<file path="config.mk">
export PLATFORM = sky130hd
export DESIGN_NAME = lap_cordic_cell
export DESIGN_NICKNAME = d
export VERILOG_FILES = /design/src/design/lap_pkg.sv /design/src/design/lap_cordic_cell.sv
export SDC_FILE = /design/constraint.sdc
export NUM_CORES = 1
export LEC_CHECK = 0
export ABC_AREA = 1
export CAP_MARGIN = 5
export CORE_MARGIN = 5
export CORE_UTILIZATION = 70
export CTS_CLUSTER_DIAMETER = 50
export DETAILED_ROUTE_END_ITERATION = 16
export DONT_BUFFER_PORTS = 1
export PLACE_DENSITY = 0.86
export SETUP_SLACK_MARGIN = 0.1
export SLEW_MARGIN = 20
export SYNTH_ARGS = -nofsm -noshare
export SYNTH_HDL_FRONTEND = slang
export SYNTH_SLANG_ARGS = --single-unit
</file>
<file path="constraint.sdc">
create_clock -name clk -period 3.8 [get_ports clk]
set_input_delay 0.19 -clock clk [delete_from_list [all_inputs] [get_ports clk]]
set_output_delay 0.19 -clock clk [all_outputs]
set_load 0.02 [all_outputs]
</file>
<file path="src/design/lap_pkg.sv">
`timescale 1ns / 1ps
// Types, constants and the arctangent table for the local aligned projection
package lap_pkg;

    localparam logic signed [33:0] ONE_Q30   = 34'sd1073741824;
    localparam logic signed [33:0] INV_GAIN  = 34'sd652032874;
    localparam logic [22:0]        EQ_RADIUS = 23'd6378137;
    // floor(2^54 / radius): reciprocal for the metres to arcsine argument step
    localparam logic [31:0]        DIV_K     = 32'(64'd18014398509481984 / 64'd6378137);
    // smallest magnitude whose argument exceeds unity
    localparam logic [33:0]        SAT_LIMIT = 34'd408200769;
    localparam logic [61:0]        SQ_TOP    = 62'd1 << 60;

    localparam logic [2:0] REG_ORIGIN_LAT    = 3'd0;
    localparam logic [2:0] REG_ORIGIN_LON    = 3'd1;
    localparam logic [2:0] REG_HEADING_COS   = 3'd2;
    localparam logic [2:0] REG_HEADING_SIN   = 3'd3;
    localparam logic [2:0] REG_LON_SCALE     = 3'd4;
    localparam logic [2:0] REG_LON_SCALE_INV = 3'd5;

    localparam logic OP_FWD = 1'b0;
    localparam logic OP_INV = 1'b1;

    typedef struct packed {
        logic signed [33:0] x;
        logic signed [33:0] y;
        logic signed [33:0] z;
    } cv_t;

    typedef struct packed {
        logic [61:0]        n;
        logic [61:0]        r;
        logic signed [33:0] a;
    } sq_t;

    typedef struct packed {
        logic        op;
        logic        err;
        logic [31:0] elev;
    } meta_t;

    function automatic logic signed [33:0] atan_of(input int i);
        logic signed [33:0] v;
        unique case (i)
            0:  v = 34'sd536870912;
            1:  v = 34'sd316933406;
            2:  v = 34'sd167458907;
            3:  v = 34'sd85004756;
            4:  v = 34'sd42667331;
            5:  v = 34'sd21354465;
            6:  v = 34'sd10679838;
            7:  v = 34'sd5340245;
            8:  v = 34'sd2670163;
            9:  v = 34'sd1335087;
            10: v = 34'sd667544;
            11: v = 34'sd333772;
            12: v = 34'sd166886;
            13: v = 34'sd83443;
            14: v = 34'sd41722;
            15: v = 34'sd20861;
            16: v = 34'sd10430;
            17: v = 34'sd5215;
            18: v = 34'sd2608;
            19: v = 34'sd1304;
            20: v = 34'sd652;
            21: v = 34'sd326;
            22: v = 34'sd163;
            23: v = 34'sd81;
            24: v = 34'sd41;
            25: v = 34'sd20;
            26: v = 34'sd10;
            27: v = 34'sd5;
            28: v = 34'sd3;
            29: v = 34'sd1;
            30: v = 34'sd1;
            default: v = 34'sd0;
        endcase
        return v;
    endfunction

endpackage

</file>
<file path="src/design/lap_cordic_cell.sv">
`timescale 1ns / 1ps
// One CORDIC micro-rotation stage, rotation or vectoring per beat
module lap_cordic_cell #(
    parameter int SHIFT = 0
) (
    input  logic         clk,
    input  logic         en,
    input  logic         rotate,
    input  lap_pkg::cv_t d_in,
    output lap_pkg::cv_t d_out
);
    import lap_pkg::*;

    localparam logic signed [33:0] ANGLE = atan_of(SHIFT);

    cv_t  q_reg;
    cv_t  q_next;
    logic dir;

    always_comb
    begin
        // rotation steers on the residual angle, vectoring on the sign of y
        dir = rotate ? !d_in.z[33] : d_in.y[33];
        if (dir)
        begin
            q_next.x = d_in.x - (d_in.y >>> SHIFT);
            q_next.y = d_in.y + (d_in.x >>> SHIFT);
            q_next.z = d_in.z - ANGLE;
        end
        else
        begin
            q_next.x = d_in.x + (d_in.y >>> SHIFT);
            q_next.y = d_in.y - (d_in.x >>> SHIFT);
            q_next.z = d_in.z + ANGLE;
        end
    end

    always_ff @(posedge clk)
    begin
        if (en)
        begin
            q_reg <= q_next;
        end
    end

    assign d_out = q_reg;

endmodule

</file>
After elaboration in Yosys (flattened, before gate mapping):

Cells that the tools add are included.

* $add $sub $neg: 5
* mux-type cells: 2
* reduce and logical (&&, ||, !) cells: 1

Operator list (count)
* 102-bit 2-to-1 mux: 1
* 34-bit subtractor: 2
* 34-bit by 31-bit adder with 34-bit output, second input constant: 1
* 34-bit adder: 1
* 34-bit by 31-bit subtractor with 34-bit output, second input constant: 1
* 1-bit zero test: 1
* 1-bit 2-to-1 mux: 1

* register bits after elaboration: 102
* input bits: 105
* output and inout port bits: 102
* word-level logic and storage cells: 11

Depth between registers and ports, before layout:

Gate-level depths: netlist (run 1).

* depth in word-level cells: 3
* depth in mapped cells: 18

Worst setup path after synthesis (run 1):

OpenSTA, ideal clock, no wires.

* path kind: input -> register
* from: input port d_in[34] (netlist bit)
* to: register q_reg, in the netlist d_out[66], data pin
* setup time: 253 ps
* data arrival time: 1635 ps
* required time: 3547 ps
* path slack: 1911 ps
* cell stages on the path: 13
* buffers on the path: 0
* cells stage by stage: inv_1 -> ha_1 -> fa_1 -> o21ai_1 -> nand2_1 -> nand2_1 -> nand2_1 -> nand2_1 -> nand2_1 -> nand2_1 -> nand2_1 -> nand3_1 -> nand2_1

RTL lines
* start, declared: RTL line lap_cordic_cell.sv:9 `input lap_pkg::cv_t d_in,`
* end signal, assigned: RTL line lap_cordic_cell.sv:42 `q_reg <= q_next;`
* end, declared: RTL line lap_cordic_cell.sv:16 `cv_t q_reg;`

==> flow_summary.ini, run 1 <==
[clock_network]
post_cts_buffers = 0
clk_pin_slew_ns = 0.08
cts_tree = done
numCtsBuffers = 9
cts_max_level = 3
clock_sinks = 101
clockRootBuffer = clkbuf_16
cts_buffer_depth = 2

[timing]
fin_tns_setup_ns = 0
worst_slack_ns = 1.662
fmax_mhz = 467.6
finalSetupViolations = 0
fin_crit_ns = 2.138
hold_viol = 0
tightest_slew_ns = 0.6726
slew_headroom_pct = 55.16
fin_crit_sh_pct = 56.27
grt_setup_unrepaired = no
slew_violations = 0

[global_routing]
grt-ovfl-total = 0
grt_util_all_layers_pct = 38.22
grt_max_degree = 102
antenna_found_initial = 0
grt_pass1_vias = 10190
grt_pass1_wl_mm = 53.62

[pwr]
leakagePower_nw = 5.334
total_power_mw = 4.013
p_int_mw = 2.305
switching_share_pct = 42.55
ir_worst_vdd_mv = 0.2565
power_frac_seq_pct = 42.0
clockPowerShare_pct = 23.5
p_sw_mw = 1.708
power.density_nw_per_um2 = 360.8
comb_power_share_pct = 34.5

[route]
ant_nets = 0
dr.pass1.iters = 9
wl_mm = 34.70
via_count = 10950
wl_per_cell_microns = 20.27
drc = 0
vias_per_cell = 6.397
drt_iter0_drc = 1765

[synthesis]
synth_cell_type_count = 43
synth_common_cells = nand2_1 (402), inv_1 (190), nor2_1 (149)
synth_edf_count = 101
avgSynthCellArea_sq_um = 6.913
synthesis.area_sq_um = 10490
yosysSeqAreaShare_pct = 28.92
yosysMostFrequentCell = nand2_1
synth_cells = 1517
yosysTopAreaCellShare_pct = 28.92
yosys.area.top_type = edfxtp_1
yosys-top-cells-area = edfxtp_1 (29%), nand2_1 (14%), ha_1 (12%)
yosys_most_used_dff = edfxtp_1
synth_nets = 1729
ys_seq_elements = 101
yosys_warnings = 0
ys_async_sr_fraction_pct = 0

[setup_path]
path_depth = 13
crit_type = input pin to register
worst_setup_path_end_kind = register
cpMostUsedCell = nand2_1
critPathMaxFanout = 4
cp.required_ns = 3.92
slowest_stage = fa_1
worstPathArrival_ns = 2.26
path_buf_inv = 1
crit_chain = inv_1 > ha_1 > fa_1 > o21ai_1 > nand2_1 > nand2_1 > nand2_1 > nand2_1 > nand2_1 > nand2_1 > nand2_1 > nand3_1 > nand2_1
path_delay_family = simple AND/OR/NAND/NOR gates
max_stage_delay_ns = 0.47
worst_setup_path_start_kind = input pin

[run_status]
status = finished, final reports clean

[floorplan]
die_h_microns = 132.4
start_util_pct = 71.89
rows = 44
die_x_microns = 132.4
fp.coreArea_sq_um = 14590
die-area_sq_um = 17530
io_pins = 207

[min_path]
holdPathStages = 1
holdCritPathClass = input pin to register

[placement]
dpl-instance-area_sq_um = 10510
gp_congestion = 1.046
hpwl_mm = 26.84
pre_cts_ws_ns = 1.400
port_buffers = 0

[final_layout]
num-fill-cells = 1101
area_growth_syn_to_layout_pct = 6.037
stdcell_area_sq_um = 11120
layout-drive-gt1-share_pct = 5.759
seq_area_sq_um = 3033
multi_input_area_sq_um = 6461
antenna_cells = 0
layout.nets = 1735
largest_reg_flops = 101
postLayoutCoreUtil_pct = 76.23

[run]
drv_cap = 0
==> power groups by stage <==
stage               clock, mW  sequential, mW  combinational, mW
finish                  0.945            1.69               1.38
global route            0.976            1.70               1.49
CTS                     0.917            1.69               1.30
detailed placement          0            1.71               1.24
global placement            0            1.71               1.22
floorplan                   0            1.68              0.946
==> stage by stage <==
step                      hold WS, ns  instances
after detailed placement       0.2889       1665
after global routing           0.1059       1712
after global placement         0.2889       1665
final                          0.1107       1712
after CTS                     0.09843       1712
after floorplan                0.2889       1517
==> timing repair <==
| action | 4_1_cts | 5_1_grt |
|---|---|---|
| hold buffers | 31 | 0 |
| hold endpoints to repair | 131 | 0 |
| resized for setup | 0 | 0 |
==> logic make-up after synthesis <==
group	after synthesis	share of synthesized area, %
and+or+nand+nor	760	31.23
AOI/OAI and AO/OA	271	14.26
buffers and inverters	243	9.580
adders and majority gates	107	13.05
DFF	101	28.92
xor gates and xnor gates	32	2.672
muxes	3	0.2863
==> final timing paths <==
path                 start         to
hold / removal    d_in[30]  d_out[30]
setup / recovery  d_in[34]  d_out[66]
==> metal layers <==
layer | GRT usage, % | vias up | share of wire, %
met3 | 11.11 | 137 | 15
met2 | 57.99 | 902 | 43
li1 | - | 4966 | -
met5 | 0 | - | 0
met1 | 52.20 | 4947 | 38
met4 | 13.74 | 0 | 3.9
==> final cells by class <==
class                   count  area share (%)
multi-input cells        1173           58.10
flip-flops and latches    101           27.27
inverters                 205           6.919
clock inverters             7          0.5288
clock buffers               9           2.025
well taps                 184           2.070
repair buffers             33           3.083
==> layout by cell type (no fill, tap or decap), types with 3 or more instances in the layout <==
cell type and count:
ha_1 103, edfxtp_1 101, nand3_1 139, o21ai_1 14
mux2i_1 3, nor3_2 5, inv_1 190, xor2_1 31
or2_1 4, a21oi_1 129, nor2_2 11, fa_1 4
nand3_2 4, clkbuf_16 9, inv_2 14, o211ai_1 5
o21bai_1 10, nand2_1 402, a21oi_2 11, nand2_2 15
o21a_1 4, o21ai_0 76, nor2_4 3, a21o_1 14
nor3_1 10, nand4_1 10, nor2_1 149, dlygate4sd3_1 30
Note: power is estimated with default switching activity, not from simulation.
==> run 2: changes to the inputs <==
CORE_UTILIZATION = 66   (was 70)
PLACE_DENSITY = 0.82   (was 0.86)
clock period = 1.99 ns   (was 3.8 ns; I/O delays follow)
==> run 2 against run 1 <==
The run now ends with negative hold slack, negative setup slack left; final area is 14% higher; total power grew 110%; utilization rose by 4.1 points; global-route usage is 3.4 points higher; clock power rose by 96%; non-clock buffer count up 169; count of clock-buffer cells in the layout rose by 1; largest power group is now combinational cells; cell count up 12%; largest cell class unchanged; critical path depth fell by 1; worst setup slack got worse by 1.7 ns.
==> flow_summary.ini, run 2 (same netlist as run 1, synthesis figures left out) <==
[floorplan]
rows = 46
die-area_sq_um = 18510
die_x_microns = 136.1
die_h_microns = 136.1
start_util_pct = 66.75
io_pins = 207
fp.coreArea_sq_um = 15710

[final_layout]
layout_commonest_cell = nand2_1
final_cell_mix = nand2_1 (397), inv_1 (189), buf_4 (167)
final_cells = 1913
largest_reg_flops = 101
stdcell_area_sq_um = 12630
antenna_cells = 0
area_growth_syn_to_layout_pct = 20.39
layout-drive-gt1-share_pct = 17.50
layout.nets = 1904

[timing]
fin_crit_sh_pct = 101.2
tightest_slew_ns = 0.7133
worst_slack_ns = -0.02487
fin_crit_ns = 2.015
grt_setup_unrepaired = yes
hold_viol = 101
fmax_mhz = 496.3
slew_violations = 0
finalSetupViolations = 2
fin_tns_setup_ns = -0.03432
finalHoldWorstSlack_ns = -0.1761
slew_headroom_pct = 51.94

[min_path]
holdPathStages = 0
holdCritPathClass = input pin to register
whs_endpoint = d_out[76]
hold_start = en

[pwr]
total_power_mw = 8.399
ir_worst_vdd_mv = 0.4971
power.density_nw_per_um2 = 665.3
leakagePower_nw = 6.160

[clock_network]
cts_hold_repair.buffers = 31
clockRootBuffer = clkbuf_16
clock_sinks = 101
cts_max_level = 3
numCtsBuffers = 9
clk_pin_slew_ns = 0.09
cts_tree = done
post_cts_buffers = 0
cts_buffer_depth = 2

[route]
drc = 0
ant_nets = 0
via_count = 12120
dr.pass1.iters = 12
drt_iter0_drc = 2138
wl_per_cell_microns = 21.19
wl_mm = 40.53
vias_per_cell = 6.337

[run_status]
violations = negative hold slack, negative setup slack
status = finished, violations left

[setup_path]
cpMostUsedCell = nand2_1
crit_type = input pin to register
crit_start = d_in[46]
worst_setup_path_start_kind = input pin
worstPathArrival_ns = 2.15
worst_setup_path_end_kind = register
slowest_stage = o21ai_0
max_stage_delay_ns = 0.58
crit_chain = inv_1 > ha_1 > buf_4 > a21oi_2 > o21ai_0 > nor2_1 > nand2_2 > nand2_1 > nand2_1 > nand2_1 > nand3_1 > nand2_1
critPathMaxFanout = 7
cp.required_ns = 2.13

[global_routing]
grt_pass1_vias = 11300
grt_util_all_layers_pct = 41.64
grt_max_degree = 102
antenna_found_initial = 0
grt_pass1_wl_mm = 59.26
grt-ovfl-total = 0

[placement]
gp_congestion = 1.007
hpwl_mm = 29.47
place_inst = 1866
dpl-instance-area_sq_um = 11870
port_buffers = 0

[run]
drv_cap = 0
==> run 2: changes by cell type in the layout (fill, tap and decap cells not counted), moves of 5 or more <==
cell     previous run  this run
a21oi_1           129       124
nor2_1            149       139
nand2_1           402       397
nand2_2            15        20
ha_1              103        89
o21ai_0            76        68
nor2_2             11        19
o21ai_2             1         6
buf_4               2       167
ha_2                0        11
==> run 2: layout make-up <==
| type | instances | area (sq um) |
|---|---|---|
| multi-input combinational | 1173 | 6624 |
| sequential | 101 | 3033 |
| clock buffer | 10 | 229.0 |
| timing repair buffer | 202 | 1644 |
| clock inverter | 6 | 56.30 |
| fill | 1052 | 3087 |
| tap | 216 | 270.3 |
| inverter | 205 | 769.5 |
==> run 2: repair_timing <==
item / in CTS / in global routing
endpoints found under the setup margin: 0 / 25
resized for setup: 0 / 54
hold endpoints to repair: 132 / 101
==> run 2: how the worst max path moves through the flow <==
stage,end,slack (ns),cells past startpoint
2_1_floorplan,d_out[66],0.19,13
3_3_place_gp,d_out[100],-0.09,13
3_5_place_dp,d_out[53],-0.21,14
4_1_cts,d_out[53],0.15,14
5_1_grt,d_out[91],-0.06,13
6_report,d_out[91],-0.02,12
==> run 2: critical path, delay by kind of cell <==
family,cells,cell delay [ns]
and+or+nand+nor,7,0.78
buffers and inverters,2,0.20
adders and majority gates,1,0.42
AOI/OAI and AO/OA,2,0.65
==> run 2: metrics by stage <==
stage                     setup WS (ns)  util, %
after floorplan                  0.1919        -
after global placement         -0.08750    75.53
after detailed placement        -0.2127    75.53
after CTS                        0.1486    79.32
after global routing           -0.06465    80.36
final                          -0.02487    80.36
==> run 2: report_power, final <==
part / internal, mW / switching, mW / leakage (nW) / total, mW
registers: 2.73 / 0.487 / 0.988 / 3.22
logic: 1.25 / 2.08 / 5.04 / 3.33
clock network: 0.877 / 0.970 / 0.137 / 1.85
==> run 2: per-layer routing <==
metal | track usage, % | vias to the layer above | routed length, microns
li1 | - | 5313 | -
met1 | 54.06 | 5403 | 14520
met2 | 64.53 | 1137 | 17050
met3 | 12.62 | 269 | 6490
met4 | 17.81 | 0 | 2476
met5 | 0 | - | 0
==> run 3: changes to the inputs <==
CORE_UTILIZATION = 60   (was 66)
PLACE_DENSITY = 0.79   (was 0.82)
clock period = 1.7 ns   (was 1.99 ns; I/O delays follow)
==> run 3 against run 2 <==
The run ends with design-rule violations, negative hold slack left; worst hold slack gained 0.0069 ns; global-route usage fell by 3.0 points; worst setup slack gained 0.061 ns; combinational power rose by 34%; sequential power is 18% higher; largest power group unchanged.
==> flow_summary.ini, run 3 (same netlist as run 1, synthesis figures left out) <==
[pwr]
ir_worst_vdd_mv = 0.5191
power.density_nw_per_um2 = 732.3
leakagePower_nw = 6.689

[route]
dr.pass1.iters = 14
wl_per_cell_microns = 21.10
drc = 1
ant_nets = 0
drt_iter0_drc = 1824
via_count = 12320
vias_per_cell = 6.150
wl_mm = 42.26

[final_layout]
antenna_cells = 0
area_growth_syn_to_layout_pct = 34.99
final_cells = 2003
layout_commonest_cell = nand2_1
num-fill-cells = 1099
layout-drive-gt1-share_pct = 29.70
largest_reg_flops = 101
layout.nets = 1986
final_cell_mix = nand2_1 (360), buf_4 (243), inv_1 (164)

[global_routing]
use_met3_pct = 10.55
grt_util_all_layers_pct = 38.66
antenna_found_initial = 0
grt_use_met2_pct = 60.87
grt_pass1_vias = 11440
grt-ovfl-total = 0
grt_max_degree = 102
grt_use_met1_pct = 50.69
top_usage_layer = met2
grt_pass1_wl_mm = 60.93

[clock_network]
clk_pin_slew_ns = 0.09
cts_max_level = 3
cts_buffer_depth = 2
cts_tree = done
clock_sinks = 101
clockRootBuffer = clkbuf_16
numCtsBuffers = 9

[placement]
port_buffers = 0
place_inst = 1947
hpwl_mm = 32.26
gp_congestion = 1.043

[timing]
fin_crit_ns = 1.664
grt_setup_unrepaired = yes
finalSetupViolations = 0
fmax_mhz = 600.9
finalHoldWorstSlack_ns = -0.1692
fin_tns_setup_ns = 0
slew_violations = 0
slew_headroom_pct = 67.22
tightest_slew_ns = 0.4927
hold_viol = 101
fin_crit_sh_pct = 97.89

[setup_path]
cp.required_ns = 1.83
max_stage_delay_ns = 0.28
crit_chain = inv_1 > ha_4 > buf_4 > nand2_2 > nor2_4 > nand3_4 > nor2_4 > inv_1 > nor2_1 > nor2_1 > nand2_1 > nand2_1 > nand3_2 > nand2_1
slowest_stage = ha_4
worstPathArrival_ns = 1.79
crit_type = input pin to register
critPathMaxFanout = 5
worst_setup_path_end_kind = register
worst_setup_path_start_kind = input pin
cpMostUsedCell = nand2_1

[run_status]
status = finished, violations left
violations = design-rule violations, negative hold slack

[floorplan]
start_util_pct = 60.84
die_h_microns = 142.2
rows = 48
die_x_microns = 142.2
fp.coreArea_sq_um = 17240
die-area_sq_um = 20220
io_pins = 207

[min_path]
hold_start = en
holdPathStages = 0
whs_endpoint = d_out[78]
holdCritPathClass = input pin to register

[run]
drv_cap = 0
==> run 3: cell count changes in the layout (fill, tap and decap cells not counted), sizes merged <==
| cell | previous run | this run |
|---|---|---|
| buf | 171 | 253 |
| clkbuf | 10 | 9 |
==> run 3: what timing repair did <==
| item | 4_1_cts | 5_1_grt |
|---|---|---|
| hold buffers | 30 | 1 |
| buffers inserted | 0 | 10 |
| resized for setup | 34 | 111 |
| pin swaps | 2 | 40 |
| hold endpoints to repair | 131 | 102 |
| gates cloned | 0 | 0 |
| setup endpoints to repair | 17 | 40 |
==> run 3: worst max path at each step <==
stage | startpoint | end | slack (ns) | depth (start not counted)
after CTS | d_in[52] | d_out[101] | 0.10 | 14
final | d_in[64] | d_out[101] | 0.04 | 14
after global routing | d_in[73] | d_out[59] | -0.02 | 13
after global placement | d_in[50] | d_out[97] | -0.41 | 12
after floorplan | d_in[54] | d_out[62] | 0.06 | 15
after detailed placement | d_in[50] | d_out[97] | -0.52 | 12
==> run 3: layout make-up <==
class / instances / area, sq um / area share [%]
multi-input combinational: 1173 / 7438 / 52.54
inverter: 205 / 823.3 / 5.815
clock buffer: 9 / 225.2 / 1.591
clock inverter: 6 / 56.30 / 0.3977
timing repair buffer: 284 / 2300 / 16.24
tap: 225 / 281.5 / 1.989
sequential: 101 / 3033 / 21.42
==> run 3: report_power, final <==
group | internal [mW] | leakage (nW) | switching, mW | total [mW]
logic | 1.84 | 5.57 | 2.62 | 4.46
clock network | 1.02 | 0.136 | 1.09 | 2.11
registers | 3.20 | 0.988 | 0.599 | 3.80
total | 6.06 | 6.69 | 4.31 | 10.4
==> run 3: metrics by stage <==
stage / util [%] / cell area, sq um / setup slack, ns / power (mW) / hold WS, ns
CTS: 79.08 / 13630 / 0.1008 / 9.863 / -0.1620
floorplan: - / 11000 / 0.05745 / 6.070 / 0.1839
detailed placement: 74.78 / 12890 / -0.5195 / 7.731 / 0.1839
global route: 82.14 / 14160 / -0.01633 / 10.72 / -0.1713
global placement: 74.78 / 12890 / -0.4062 / 7.566 / 0.1839
finish: 82.14 / 14160 / 0.03579 / 10.37 / -0.1692
==> run 3: critical path: cells and delay by family <==
| family | cells | cell delay [ns] |
|---|---|---|
| simple gates | 10 | 1.15 |
| buf+inv | 3 | 0.27 |
| fa+ha+maj | 1 | 0.28 |
==> run 3: layer usage <==
layer | up-vias | wire length (microns)
met5 | - | 0
met2 | 1082 | 18600
met1 | 5556 | 15710
met4 | 0 | 1997
met3 | 197 | 5950
li1 | 5483 | -
